<file path="config.mk">
export PLATFORM = sky130hd
export DESIGN_NAME = display_frame_builder_core
export DESIGN_NICKNAME = d
export VERILOG_FILES = /design/src/dfb_pkg.sv /design/src/dfb_front.sv /design/src/dfb_queue.sv /design/src/dfb_back.sv /design/src/display_frame_builder_core.sv
export SDC_FILE = /design/constraint.sdc
export NUM_CORES = 1
export LEC_CHECK = 0
export BUFFER_PORTS_ARGS = -buffer_cell sky130_fd_sc_hd__buf_2
export CORE_MARGIN = 10
export CORE_UTILIZATION = 45
export CTS_CLUSTER_DIAMETER = 80
export DETAILED_ROUTE_END_ITERATION = 6
export PLACE_DENSITY = 0.59
export SLEW_MARGIN = 10
export SYNTH_ARGS = -nofsm -noshare
export SYNTH_HDL_FRONTEND = slang
export SYNTH_HIERARCHICAL = 1
export SYNTH_SLANG_ARGS = --single-unit
</file>
<file path="constraint.sdc">
create_clock -name i_clk -period 13.5 [get_ports i_clk]
set_clock_uncertainty 0.15 [all_clocks]
set_input_delay 0.675 -clock i_clk [delete_from_list [all_inputs] [get_ports i_clk]]
set_output_delay 0.675 -clock i_clk [all_outputs]
set_load 0.05 [all_outputs]
</file>
<file path="src/dfb_pkg.sv">
// ----------------------------------------------------------------------------
// dfb_pkg
// Types, frame constants and the segment table of the display frame builder.
// ----------------------------------------------------------------------------
package dfb_pkg;

    // Fixed frame bytes and limits
    localparam logic [7:0] SYNC_BYTE     = 8'h55;
    localparam logic [7:0] FRAME_ID      = 8'hF0;
    localparam logic [9:0] TEMP_MAX      = 10'd999;
    localparam logic [3:0] FAN_MAX_GRADE = 4'd8;
    localparam int         QUEUE_DEPTH   = 2;

    // Byte positions within the frame
    localparam logic [3:0] IDX_SYNC    = 4'd0;
    localparam logic [3:0] IDX_ID      = 4'd1;
    localparam logic [3:0] IDX_DIG_HI  = 4'd2;
    localparam logic [3:0] IDX_DIG_MID = 4'd3;
    localparam logic [3:0] IDX_DIG_LO  = 4'd4;
    localparam logic [3:0] IDX_LAMP    = 4'd5;
    localparam logic [3:0] IDX_BAR     = 4'd6;
    localparam logic [3:0] IDX_ICON    = 4'd7;
    localparam logic [3:0] IDX_STATUS  = 4'd8;
    localparam logic [3:0] IDX_PAD     = 4'd9;
    localparam logic [3:0] IDX_CSUM    = 4'd10;

    // Panel update request
    typedef struct packed {
        logic [9:0] temp_tenths;
        logic       ignition_on;
        logic       backlight_on;
        logic [3:0] lamp_bits;
        logic [6:0] icon_bits;
        logic [3:0] fan_grade;
    } t_disp_in;

    // One frame byte
    typedef struct packed {
        logic [7:0] frame_byte;
        logic       last_byte;
    } t_disp_out;

    // Variable frame bytes 2 to 8, handed from front to back
    typedef struct packed {
        logic [7:0] dig_hi;
        logic [7:0] dig_mid;
        logic [7:0] dig_lo;
        logic [7:0] lamp;
        logic [7:0] bar;
        logic [7:0] icon;
        logic [7:0] status;
    } t_frame_body;

    // Seven-segment pattern of one decimal digit
    function automatic logic [7:0] seg7(input logic [3:0] digit);
        logic [7:0] pat;
        unique case (digit)
            4'd0:    pat = 8'hBE;
            4'd1:    pat = 8'h28;
            4'd2:    pat = 8'hF4;
            4'd3:    pat = 8'hF9;
            4'd4:    pat = 8'h6B;
            4'd5:    pat = 8'hDB;
            4'd6:    pat = 8'hDE;
            4'd7:    pat = 8'hA8;
            4'd8:    pat = 8'hFE;
            4'd9:    pat = 8'hFB;
            default: pat = 8'h00;
        endcase
        return pat;
    endfunction

endpackage

</file>
<file path="src/dfb_front.sv">
// ----------------------------------------------------------------------------
// dfb_front
// Two-stage front end: saturates the temperature, splits it into decimal
// digits, maps lamp, icon and status bits and tracks the fan bar byte.
// ----------------------------------------------------------------------------
module dfb_front
    import dfb_pkg::*;
(
    input  logic        i_clk,
    input  logic        i_rst_n,
    input  logic        i_in_valid,
    output logic        o_in_ready,
    input  t_disp_in    i_in_data,
    output logic        o_body_valid,
    input  logic        i_body_ready,
    output t_frame_body o_body
);

    typedef struct packed {
        logic [3:0] hund;
        logic [6:0] rem;
        logic       ign;
        logic       bl;
        logic [3:0] lamps;
        logic [6:0] icons;
        logic [7:0] bar;
    } t_stage_a;

    logic        r_a_valid;
    t_stage_a    r_a;
    logic        r_b_valid;
    t_frame_body r_b;
    logic [7:0]  r_fan_bar;

    logic        in_fire;
    logic        b_free;
    logic        a_move;
    logic [9:0]  temp_sat;
    logic [3:0]  hund;
    logic [6:0]  rem;
    logic [7:0]  n_fan_bar;
    logic [3:0]  tens;
    logic [3:0]  ones;
    t_frame_body body;

    // Stage handshake: each stage moves when the one after it is free
    assign b_free     = !r_b_valid || i_body_ready;
    assign a_move     = r_a_valid && b_free;
    assign o_in_ready = !r_a_valid || b_free;
    assign in_fire    = i_in_valid && o_in_ready;

    // Saturate and take off the hundreds digit by parallel compares
    always_comb begin
        temp_sat = (i_in_data.temp_tenths > TEMP_MAX) ? TEMP_MAX : i_in_data.temp_tenths;
        hund     = 4'd0;
        rem      = temp_sat[6:0];
        for (int k = 1; k <= 9; k++) begin
            if (temp_sat >= 10'(k * 100)) begin
                hund = 4'(k);
                rem  = 7'(temp_sat - 10'(k * 100));
            end
        end
    end

    // Update the fan bar only for a grade in range
    always_comb begin
        if (i_in_data.fan_grade <= FAN_MAX_GRADE) begin
            n_fan_bar = 8'((9'd1 << i_in_data.fan_grade) - 9'd1);
        end else begin
            n_fan_bar = r_fan_bar;
        end
    end

    // Split the remainder into tens and ones, then build the frame body
    always_comb begin
        tens = 4'd0;
        ones = r_a.rem[3:0];
        for (int k = 1; k <= 9; k++) begin
            if (r_a.rem >= 7'(k * 10)) begin
                tens = 4'(k);
                ones = 4'(r_a.rem - 7'(k * 10));
            end
        end
        if (r_a.bl) begin
            body.dig_hi  = seg7(r_a.hund);
            body.dig_mid = seg7(tens) | 8'h01;
            body.dig_lo  = seg7(ones);
        end else begin
            body.dig_hi  = 8'h00;
            body.dig_mid = 8'h00;
            body.dig_lo  = 8'h00;
        end
        body.lamp   = {r_a.lamps[2], r_a.lamps[3], r_a.lamps[0], 2'b00,
                       r_a.lamps[1], 2'b00};
        body.bar    = r_a.bar;
        body.icon   = {r_a.icons[5], r_a.icons[4], r_a.icons[3], r_a.icons[0],
                       r_a.icons[1], 2'b00, r_a.icons[6]};
        body.status = {r_a.icons[2], 4'b0000, r_a.ign, r_a.bl, 1'b0};
    end

    // Control registers
    always_ff @(posedge i_clk) begin
        if (!i_rst_n) begin
            r_a_valid <= 1'b0;
            r_b_valid <= 1'b0;
            r_fan_bar <= 8'h00;
        end else begin
            if (in_fire) begin
                r_a_valid <= 1'b1;
                r_fan_bar <= n_fan_bar;
            end else if (a_move) begin
                r_a_valid <= 1'b0;
            end
            if (a_move) begin
                r_b_valid <= 1'b1;
            end else if (i_body_ready) begin
                r_b_valid <= 1'b0;
            end
        end
    end

    // Payload registers
    always_ff @(posedge i_clk) begin
        if (in_fire) begin
            r_a.hund  <= hund;
            r_a.rem   <= rem;
            r_a.ign   <= i_in_data.ignition_on;
            r_a.bl    <= i_in_data.backlight_on;
            r_a.lamps <= i_in_data.lamp_bits;
            r_a.icons <= i_in_data.icon_bits;
            r_a.bar   <= n_fan_bar;
        end
        if (a_move) begin
            r_b <= body;
        end
    end

    assign o_body_valid = r_b_valid;
    assign o_body       = r_b;

endmodule

</file>
<file path="src/dfb_queue.sv">
// ----------------------------------------------------------------------------
// dfb_queue
// Small FIFO of frame bodies between the front end and the byte sequencer.
// ----------------------------------------------------------------------------
module dfb_queue
    import dfb_pkg::*;
#(
    parameter int DEPTH = QUEUE_DEPTH
) (
    input  logic        i_clk,
    input  logic        i_rst_n,
    input  logic        i_push_valid,
    output logic        o_push_ready,
    input  t_frame_body i_push_data,
    output logic        o_pop_valid,
    input  logic        i_pop_ready,
    output t_frame_body o_pop_data
);

    localparam int PTR_W = (DEPTH > 1) ? $clog2(DEPTH) : 1;
    localparam int CNT_W = $clog2(DEPTH + 1);

    t_frame_body             r_mem [DEPTH];
    logic [PTR_W-1:0]        r_wr_ptr;
    logic [PTR_W-1:0]        r_rd_ptr;
    logic [CNT_W-1:0]        r_count;

    logic push;
    logic pop;

    assign o_push_ready = (r_count != CNT_W'(DEPTH));
    assign o_pop_valid  = (r_count != '0);
    assign push         = i_push_valid && o_push_ready;
    assign pop          = o_pop_valid && i_pop_ready;
    assign o_pop_data   = r_mem[r_rd_ptr];

    // Advance pointers and occupancy
    always_ff @(posedge i_clk) begin
        if (!i_rst_n) begin
            r_wr_ptr <= '0;
            r_rd_ptr <= '0;
            r_count  <= '0;
        end else begin
            if (push) begin
                r_wr_ptr <= (r_wr_ptr == PTR_W'(DEPTH - 1)) ? '0 : r_wr_ptr + 1'b1;
            end
            if (pop) begin
                r_rd_ptr <= (r_rd_ptr == PTR_W'(DEPTH - 1)) ? '0 : r_rd_ptr + 1'b1;
            end
            if (push && !pop) begin
                r_count <= r_count + 1'b1;
            end else if (pop && !push) begin
                r_count <= r_count - 1'b1;
            end
        end
    end

    // Store the request body
    always_ff @(posedge i_clk) begin
        if (push) begin
            r_mem[r_wr_ptr] <= i_push_data;
        end
    end

endmodule

</file>
<file path="src/dfb_back.sv">
// ----------------------------------------------------------------------------
// dfb_back
// Byte sequencer: walks the eleven frame positions, folds bytes 1 to 9 into
// an end-around-carry sum and emits its complement as the closing byte.
// ----------------------------------------------------------------------------
module dfb_back
    import dfb_pkg::*;
(
    input  logic        i_clk,
    input  logic        i_rst_n,
    input  logic        i_body_valid,
    output logic        o_body_ready,
    input  t_frame_body i_body,
    output logic        o_out_valid,
    input  logic        i_out_ready,
    output t_disp_out   o_out_data
);

    logic [3:0] r_idx;
    logic [7:0] r_acc;
    logic       r_out_valid;
    t_disp_out  r_out_data;

    logic       load;
    logic [7:0] cur_byte;
    logic [8:0] sum9;
    logic [7:0] n_acc;

    // Load the output register when a body is available and the register is empty or being taken
    assign load         = i_body_valid && (!r_out_valid || i_out_ready);
    assign o_body_ready = load && (r_idx == IDX_CSUM);

    // Select the byte at the current position
    always_comb begin
        unique case (r_idx)
            IDX_SYNC:    cur_byte = SYNC_BYTE;
            IDX_ID:      cur_byte = FRAME_ID;
            IDX_DIG_HI:  cur_byte = i_body.dig_hi;
            IDX_DIG_MID: cur_byte = i_body.dig_mid;
            IDX_DIG_LO:  cur_byte = i_body.dig_lo;
            IDX_LAMP:    cur_byte = i_body.lamp;
            IDX_BAR:     cur_byte = i_body.bar;
            IDX_ICON:    cur_byte = i_body.icon;
            IDX_STATUS:  cur_byte = i_body.status;
            IDX_PAD:     cur_byte = 8'h00;
            IDX_CSUM:    cur_byte = ~r_acc;
            default:     cur_byte = 8'h00;
        endcase
    end

    // Fold the carry back into the sum
    always_comb begin
        sum9  = {1'b0, r_acc} + {1'b0, cur_byte};
        n_acc = sum9[7:0] + {7'd0, sum9[8]};
    end

    // Sequence positions and accumulate the checksum
    always_ff @(posedge i_clk) begin
        if (!i_rst_n) begin
            r_idx       <= IDX_SYNC;
            r_acc       <= 8'h00;
            r_out_valid <= 1'b0;
        end else begin
            if (load) begin
                r_out_valid <= 1'b1;
                if (r_idx == IDX_CSUM) begin
                    r_idx <= IDX_SYNC;
                    r_acc <= 8'h00;
                end else begin
                    r_idx <= r_idx + 1'b1;
                    if (r_idx != IDX_SYNC) begin
                        r_acc <= n_acc;
                    end
                end
            end else if (i_out_ready) begin
                r_out_valid <= 1'b0;
            end
        end
    end

    // Hold the byte until it is taken
    always_ff @(posedge i_clk) begin
        if (load) begin
            r_out_data.frame_byte <= cur_byte;
            r_out_data.last_byte  <= (r_idx == IDX_CSUM);
        end
    end

    assign o_out_valid = r_out_valid;
    assign o_out_data  = r_out_data;

endmodule

</file>
<file path="src/display_frame_builder_core.sv">
// ----------------------------------------------------------------------------
// display_frame_builder_core
// Turns panel display updates into 11-byte LIN display frames.
//
//   channel | direction | handshake                | payload
//   --------+-----------+--------------------------+-----------
//   in      | input     | i_in_valid / o_in_ready  | t_disp_in
//   out     | output    | o_out_valid / i_out_ready| t_disp_out
//
// Each update yields eleven bytes, one per cycle while the frame side is
// ready; the byte sequencer has a single output register.
// The first byte passes the two front stages, the queue and that register.
// Front end, queue and sequencer stall independently; the front keeps
// taking updates while the queue (Q_DEPTH frames) has room.
// Synchronous active-low reset clears the fan bar byte to zero.
// ----------------------------------------------------------------------------
module display_frame_builder_core
    import dfb_pkg::*;
#(
    parameter int Q_DEPTH = QUEUE_DEPTH
) (
    input  logic      i_clk,
    input  logic      i_rst_n,
    input  logic      i_in_valid,
    output logic      o_in_ready,
    input  t_disp_in  i_in_data,
    output logic      o_out_valid,
    input  logic      i_out_ready,
    output t_disp_out o_out_data
);

    logic        front_valid;
    logic        front_ready;
    t_frame_body front_body;
    logic        back_valid;
    logic        back_ready;
    t_frame_body back_body;

    // Classify updates into frame bodies
    dfb_front u_front (
        .i_clk        (i_clk),
        .i_rst_n      (i_rst_n),
        .i_in_valid   (i_in_valid),
        .o_in_ready   (o_in_ready),
        .i_in_data    (i_in_data),
        .o_body_valid (front_valid),
        .i_body_ready (front_ready),
        .o_body       (front_body)
    );

    // Buffer frame bodies
    dfb_queue #(
        .DEPTH (Q_DEPTH)
    ) u_queue (
        .i_clk        (i_clk),
        .i_rst_n      (i_rst_n),
        .i_push_valid (front_valid),
        .o_push_ready (front_ready),
        .i_push_data  (front_body),
        .o_pop_valid  (back_valid),
        .i_pop_ready  (back_ready),
        .o_pop_data   (back_body)
    );

    // Emit frame bytes
    dfb_back u_back (
        .i_clk        (i_clk),
        .i_rst_n      (i_rst_n),
        .i_body_valid (back_valid),
        .o_body_ready (back_ready),
        .i_body       (back_body),
        .o_out_valid  (o_out_valid),
        .i_out_ready  (i_out_ready),
        .o_out_data   (o_out_data)
    );

endmodule

</file>
* Word-level counts from Yosys, hierarchy flattened
Memories as Yosys holds them, arrays and structs flattened. A register that Yosys moved wholly into a read port is not among the register bits.
Index checks and enable logic that the tools add are counted.
** Cells by class
- Equality and inequality tests :: 10
- Muxes and demuxes :: 56
- $mul :: 0
- Div/mod/pow operators :: 0
- Order comparisons :: 20
- Shift-type cells :: 1
- Bitwise logic cells :: 1
- Add/subtract/negate cells :: 26
- Reductions and logical operators :: 28
** Operators with widths (count)
- 8-bit one-hot mux with 10 select lines :: 1
- 4-bit 2-to-1 mux :: 18
- 7-bit 2-to-1 mux :: 9
- 10-bit >= comparator, second input constant :: 4
- 10-bit by 9-bit >= comparator with 1-bit output, second input constant :: 3
- 7-bit subtractor, second input constant :: 4
- 8-bit 2-to-1 mux :: 3
- 7-bit by 6-bit >= comparator with 1-bit output, second input constant :: 3
- 7-bit >= comparator, second input constant :: 3
- 7-bit by 6-bit subtractor with 7-bit output, second input constant :: 3
- 4-bit subtractor, second input constant :: 5
- 4-bit by 3-bit == test with 1-bit output, second input constant :: 4
- 1-bit 2-to-1 mux :: 15
- 7-bit by 5-bit >= comparator with 1-bit output, second input constant :: 2
- 3-bit 2-to-1 mux :: 4
- 2-bit nonzero test :: 6
- 10-bit by 7-bit >= comparator with 1-bit output, second input constant :: 1
- 10-bit by 8-bit >= comparator with 1-bit output, second input constant :: 1
- 10-bit > comparator, second input constant :: 1
- 10-bit 2-to-1 mux :: 1
- 8-bit by 8-bit adder with 9-bit output :: 1
- 9-bit 2-to-1 mux :: 1
- 8-bit by 1-bit adder with 8-bit output :: 1
- 4-bit by 2-bit == test with 1-bit output, second input constant :: 2
- other kinds (25) :: 46
** Word-level totals
- Bits in latches :: 0
- Output and inout bits :: 11
- RAM bits :: 90
- Input port bits :: 31
- Memories :: 4
- Memory bits (read-only) :: 384
- Flip-flop bits (word level) :: 98
** Memory list
- (name not given) :: words 16, bits a word 8, read ports 1, clocked after memory_dff 1, wr ports 0, RTL line dfb_pkg.sv:57 : unique case (digit)
- (name not given) :: words 16, bits a word 8, read ports 1, clocked after memory_dff 1, wr ports 0, RTL line dfb_pkg.sv:57
- (name not given) :: words 16, bits a word 8, read ports 1, clocked after memory_dff 0, wr ports 0, RTL line dfb_pkg.sv:57
- u_queue.r_mem :: words 2, bits a word 45, read ports 1, clocked after memory_dff 1, wr ports 1, RTL line dfb_queue.sv:23 : t_frame_body r_mem [DEPTH];

* Depth between registers and ports, before layout
Gate-level depths: netlist of run 1.
- Depth after elaboration :: 12
- Mapped depth :: 22
- Gate-level depth less buffers :: 19

* Cells and area by module
Netlist of run 1, hierarchy kept.
** By module, submodules not included
- dfb_front :: times used 1, cells an instance 524, area each 5270.1 um2
- dfb_queue :: times used 1, cells an instance 198, area each 4276.6 um2
- dfb_back :: times used 1, cells an instance 234, area each 1995.7 um2

* Worst setup path after synthesis of run 1
Ideal clock, no wire load.
- Path kind :: flip-flop to flip-flop
- From :: reg with a tool-made name
- To :: reg u_back.r_acc[7]
- Stages on the path, launching flop included :: 20
- Setup slack :: 9.204 ns
- Setup time :: 0.117 ns
- Data arrival time :: 4.028 ns
- Period minus slack after synthesis :: 4.296 ns
- Buffers on the path :: 2
- Cells stage by stage :: dfxtp_1 buf_2 buf_4 mux2_2 mux2_2 a22o_1 a21oi_1 o21ai_0 ha_1 fa_1 a211oi_2 o21a_1 o21bai_1 a21o_1 ha_1 and3_1 nor3b_1 nor4b_1 xnor3_1 a32o_1
** RTL lines
- to (signal assigned) :: RTL line dfb_back.sv:72 : r_acc <= n_acc;
- to (decl) :: RTL line dfb_back.sv:20 : logic [7:0] r_acc;

==> run metrics, run 1 <==
Slew Viols, Final=0; clock sink total=around 230; R2R depth=18; Post-Synth XOR/XNOR Area=0.0164; yosys warns=6; Area contributors post-synth=edfxtp_1 51%, mux2_2 6.3%, ha_1 5.2%, dfxtp_1 4.9%, nor2_1 2.2%; final antenna-violating net count=0; simple-gate portion of the synthesized area=0.119; ys async rst share=0; Post-synth EDFFs=around 200; diode count=0; #FFs+latches synth=about 230; die span in y=180 um; worst slew pin tran=about 1000 ps; area of the multi-input gates=4640 um2; drt pass-1 iters=5; CP max FO=50; Post-Syn Area=11500 um2; largest net degree at the start of global routing=57; path type of the worst setup path=register to register; DRT iter0 DRCs=484; Hold-fix buffers, CTS=0; Routed wire per std cell=roughly 18 um; Post-CTS Setup Inserts=0; vias in the first global route=approximately 7200; RSZ-0062 raised after global routing=false; max_cap viols=0; synthesis-to-finish area growth=10.1%; Vias=between 7000 and 8000; Post-Synth Adder-Cell Area=0.0538; CORE AREA=25200 um2; # port buffers=41; H-tree depth=1; DIE WIDTH=~180 um; full die area=roughly 32000 um2; Syn Inst Count=about 960; GRT Residual Overflow=0; post-synthesis sequential area ratio=0.561; reg2reg setup slack=about 8600 ps; f_max=202 MHz; Seq. cell area=between 6000 and 7000 um2; fin crit period=roughly 4900 ps; final setup violating endpoints=0; first-pass GRT wire length=a little under 40 mm; starting density of the core=0.458; reg2reg end=u_back/r_acc[7]; initial antenna violation count=0; Setup TNS=0 ps; clock buffer depth=3; root buf cell=clkbuf_16; Hold EP=u_front/body[14]; largest family of logic cells by synthesized area=compound AO/OA/AOI/OAI gates; post-synth top area share=0.513; critical path arrival=roughly 5200 ps; CTS tree=yes; I/O pin count=42; Critical Path End Type=register; Yosys cell types=89; mux contribution to synthesized area=0.0712; gp weighted congestion=between 0.8 and 0.9; Leak=~4.5 nW; share of cells above drive strength 1=0.182; Req. time, crit path=13760 ps; Synth Area in Compound Gates=0.137; peak supply drop=~90 uV; CTS resizes=0; Syn Area/Cell=around 12 um2; CP startpoint kind=register; final hold vios=0; Worst-path clk slew=roughly 60 ps; Std-Cell Rows=a little under 60; pwr dens=between 100 and 150 nW/um2; # nets final=approximately 1100; HPWL Detailed=16.1 mm; Detailed Route WL=between 20 and 25 mm; drt drc=0; total power=approximately 1.7 mW; Inserted Clock Buffers=25; Filler cells=about 2200; drt via density=~5.6; Post-synth top flop=edfxtp_1; min-delay src=i_in_data[8]; outcome=finished, final reports clean; Hold Path Class=input port to register; period utilization=0.366; hold depth=1; Synth area leader=edfxtp_1; gr usage total=0.143; Rel. slew slack=0.333; Worst-Skew Late Latency=510 ps
[routing by layer]
layer,global-route usage,vias to the layer above,share of wire
met5,0,-,0
li1,-,3631,-
met1,0.199,3620,0.48
met2,0.229,171,0.46
met3,0.0193,38,0.036
met4,0.0377,0,0.022
[cells in the final DEF (no fill, tap or decap), drive strengths merged, types with 19 or more instances in the layout]
master	netlist	routed
a21oi	47	47
nor2	70	70
o21ai	54	54
nor3	19	19
ha	48	48
nand2	58	58
edfxtp	197	197
inv	31	31
clkbuf	24	27
mux2	65	65
buf	37	50
nand3	20	20
nor2b	25	25
dfxtp	28	28
[per-stage QoR]
| step | utilization | area, um2 | std cells | setup slack (ps) | hold slack, ps |
|---|---|---|---|---|---|
| global route | 0.505 | 12700 | 1330 | 8100 | 169 |
| CTS | 0.505 | 12700 | 1330 | 8540 | 168 |
| finish | 0.505 | 12700 | 1330 | 8560 | 185 |
| detailed placement | 0.473 | 11900 | 1285 | 8530 | 255 |
| global placement | 0.473 | 11900 | 1285 | 8600 | 253 |
| floorplan | - | 11600 | 966 | 9200 | 250 |
[flip-flops by register name (all words and copies together), names as in the netlist, named ones only]
register              count
u_queue/r_count           2
u_back/o_out_valid        1
u_front/r_fan_bar         8
u_front/r_a              11
u_back/o_out_data         9
u_queue/r_rd_ptr          1
u_front/body             21
u_queue/r_mem           112
u_front/o_body_valid      1
u_back/r_idx              4
u_front/r_a_valid         1
u_front/o_body           44
u_back/r_acc              8
u_queue/r_wr_ptr          1
[worst max-delay path by stage]
| stage | start | endpoint | slack, ps | depth (start not counted) |
|---|---|---|---|---|
| 2_1_floorplan | register | u_back/r_acc[7] | 9200 | 19 |
| 3_3_place_gp | register | u_back/r_acc[7] | 8600 | 18 |
| 3_5_place_dp | register | u_back/r_acc[6] | 8530 | 19 |
| 4_1_cts | register | u_back/r_acc[6] | 8540 | 19 |
| 5_1_grt | register | u_back/r_acc[7] | 8100 | 18 |
| 6_report | register | u_back/r_acc[7] | 8560 | 18 |
[worst max-delay path: stages, from the launching register on]
cell and delay, ps:
dfxtp_2 400, buf_4 570, mux2_2 400, mux2_2 260, a22o_1 170, a21oi_1 130, o21ai_0 110, ha_1 290
fa_1 430, a211oi_2 330, o21a_1 200, o21bai_1 70, a21o_1 180, ha_1 210, and3_1 190, nor3b_1 160
nor4b_1 160, xnor3_1 180, a32o_1 210
[power breakdown]
part	total [mW]	switching, mW	internal, mW
Sequential	0.814	0.0202	0.794
Combinational	0.200	0.126	0.0743
Clock	0.646	0.267	0.379
Total	1.66	0.413	1.25
[cell usage after synthesis, types with 7 or more instances]
library cell	count
o21ai_1	9
inv_1	29
or3_1	10
xnor2_1	12
mux2_2	65
a22oi_1	9
a21boi_0	7
buf_4	17
nand2b_1	13
o221ai_1	7
buf_2	12
o21ai_0	45
nand3_1	20
nor2_1	69
nand2_1	58
a31oi_1	11
and2_1	12
o211ai_1	7
nor3_1	19
ha_1	48
o21a_1	8
xor2_1	7
nor2b_1	25
a21oi_1	45
mux2i_1	9
dfxtp_1	28
edfxtp_1	197
clkbuf_1	23
[kinds of logic after synthesis]
| group | after synthesis |
|---|---|
| simple gates | 269 |
| compound gates | 225 |
| flops | 225 |
| buf+inv | 93 |
| mux | 74 |
| fa+ha+maj | 49 |
| xor+xnor | 20 |
| other cells | 1 |
[area by class of cell]
class | count | area share
Timing Repair Buffer | 50 | 0.0215
Clock inverter | 18 | 0.0125
Clock buffer | 27 | 0.0498
Multi-Input combinational cell | 648 | 0.365
Sequential cell | 225 | 0.509
Inverter | 32 | 0.00945
Tap cell | 330 | 0.0325
(Power assumes the default switching activity.)
==> inputs of run 2 (changes only) <==
ABC_AREA = 1   (was not set)
clock period = 5 ns   (was 13.5 ns; I/O delays follow)
==> run metrics, run 2 <==
root buf cell=clkbuf_16; Synth Area in Compound Gates=0.0867; full die area=around 33000 um2; Detailed Route WL=roughly 24 mm; CP max FO=30; Post-Synth XOR/XNOR Area=0.00678; RSZ-0062 raised after global routing=false; Slew Viols, Final=0; f_max=about 250 MHz; Worst-path clk slew=around 60 ps; synth cell count leaders=209 x nand2_1, 197 x edfxtp_1, 122 x inv_1; Setup Slack @ Placement=between 1000 and 1500 ps; pwr dens=about 340 nW/um2; vias in the first global route=~7600; Inserted Clock Buffers=24; initial antenna violation count=0; gr usage total=0.142; Rel. slew slack=0.419; Post-CTS Setup Inserts=0; gp weighted congestion=about 0.9; first-pass GRT wire length=just under 40 mm; Critical Path Sink=u_back/r_acc[6]; #FFs+latches synth=about 230; outcome=finished, final reports clean; Post-synth top flop=edfxtp_1; # nets final=between 1000 and 1500; reg2reg setup slack=about 1000 ps; diode count=0; critical path arrival=4190 ps; final hold vios=0; peak supply drop=247 uV; Filler cells=2225; Vias=7724; die span in y=between 150 and 200 um; most frequent cell after synthesis=nand2_1; synthesis-to-finish area growth=13.2%; Critical Path End Type=register; # port buffers=41; crit-path cells=buf_12, mux2_2, a221oi_1, nand3_1, ha_1, nand2_1, nor2_1, nand2_1, nand3_1, a21oi_1, o21bai_1, ha_1, ha_1, inv_1, nor2_2, nand3_2, nor2_1, nand2_1, nand3_1, a21oi_1; final worst slack=between 1000 and 1500 ps; yosys warns=6; worst slew pin tran=870 ps; Routed wire per std cell=roughly 16 um; GRT Residual Overflow=0; Syn Area/Cell=10.5 um2; CP startpoint kind=register; clock buffer depth=3; Worst-Skew Late Latency=~500 ps; share of cells above drive strength 1=0.174; HPWL Detailed=about 17 mm; DP Area=12200 um2; drt pass-1 iters=5; Post-Syn Area=roughly 12000 um2; total power=roughly 4.5 mW; worst-case hold slack=just under 80 ps; WP buf/inv=2; largest family of logic cells by synthesized area=simple AND/OR/NAND/NOR gates; Leak=about 5.4 nW; H-tree depth=1; final antenna-violating net count=0; Post-synth EDFFs=between 150 and 200; Critical Path Stages=20; drt via density=roughly 5; reg2reg end=u_back/r_acc[6]; Largest stage delay, worst path=approximately 500 ps; Yosys cell types=51; simple-gate portion of the synthesized area=0.165; Worst path slowest cell=dfxtp_4; CTS tree=yes; Setup TNS=0 ps; path type of the worst setup path=register to register; Post-Synth Adder-Cell Area=0.0534; ys async rst share=0; Synth area leader=edfxtp_1; clock sink total=approximately 230; DIE WIDTH=approximately 180 um; Largest register FFs=between 100 and 150; Hold Path Class=input port to register; drt drc=0; starting density of the core=0.459; Syn Inst Count=roughly 1100; fin area=13200 um2; largest net degree at the start of global routing=45; CORE AREA=between 20000 and 30000 um2; post-synth top area share=0.509; Area contributors post-synth=edfxtp_1 51%, nand2_1 6.7%, ha_1 5.2%, mux2_4 5.2%, dfxtp_1 4.8%; commonest cells after routing, fill and taps aside=209 x nand2_1, 197 x edfxtp_1, 122 x inv_1; Largest Register=u_queue/r_mem; R2R depth=20; Std-Cell Rows=58; max_cap viols=0; Req. time, crit path=between 5000 and 6000 ps; final setup violating endpoints=0; mux contribution to synthesized area=0.0671; I/O pin count=42; post-synthesis sequential area ratio=0.557; most common cell after layout, fill and taps aside=nand2_1; DRT iter0 DRCs=606; fin crit period=slightly below 4000 ps; family with the most delay on the worst path=simple AND/OR/NAND/NOR gates; period utilization=0.791
==> run 2: cell types whose count changed after synthesis, moves of 13 or more <==
cell | before | now
nand2_2 | 0 | 13
inv_1 | 29 | 122
nor2_2 | 0 | 14
nand2b_1 | 13 | 0
mux2_4 | 0 | 40
nor2b_1 | 25 | 0
a21oi_1 | 45 | 78
nand3_1 | 20 | 75
mux2_2 | 65 | 16
inv_2 | 2 | 16
nor3_1 | 19 | 4
clkbuf_1 | 23 | 3
nand2_1 | 58 | 209
==> run 2: metal layers <==
layer  up-vias  wire length (um)  track usage
li1       3945                 -            -
met1      3588             11500        0.197
met2       159             11000        0.229
met3        32              1040       0.0220
met4         0               399       0.0331
met5         -                 0            0
==> run 2: metrics by stage <==
stage | utilization | instances
3_5_place_dp | 0.480 | 1463
2_1_floorplan | - | 1116
5_1_grt | 0.520 | 1527
3_3_place_gp | 0.480 | 1463
6_report | 0.520 | 1527
4_1_cts | 0.520 | 1527
==> run 2: final cells by class <==
cell class	count	area, um2	area share
well taps	330	413	0.0314
repair buffers	67	463	0.0352
multi-input cells	721	4470	0.340
inverters	140	526	0.0399
clock inverters	18	200	0.0152
clock buffers	26	608	0.0462
flip-flops and latches	225	6480	0.492
==> run 2: worst min-delay path: stages <==
cell and delay [ps]:
buf_2 110, inv_1 60, o21ai_0 100, o21ai_0 110, a21oi_1 70
==> run 2: cell families (layout without fill, tap and decap cells) <==
| logic type | Yosys count | count (layout) |
|---|---|---|
| fa+ha+maj | 49 | 49 |
| other cells | 1 | 11 |
| xor+xnor | 9 | 9 |
| compound gates | 173 | 173 |
| mux | 56 | 56 |
| simple gates | 423 | 423 |
| buf+inv | 170 | 251 |
| flops | 225 | 225 |
==> run 2: where the power goes <==
group / switching (mW) / internal [mW]
clock: 0.691 / 1.09
combinational: 0.369 / 0.182
sequential: 0.0493 / 2.14
==> run 2: worst min path at each step <==
stage,slack [ps],cells past startpoint,end,startpoint
after global routing,110,4,u_front/body[23],i_in_data[0]
after detailed placement,250,0,u_front/o_body[17],u_front/body[17]
after floorplan,200,0,u_front/body[11],i_in_data[5]
after global placement,250,0,u_front/o_body[19],u_front/body[19]
final,80,5,u_front/r_fan_bar[5],i_in_data[1]
after CTS,60,4,u_front/body[23],i_in_data[0]
==> run 2: timing repair <==
action | CTS | global route
resized for setup | 0 | 0
endpoints found under the hold margin | 29 | 0
hold buffers | 20 | 0
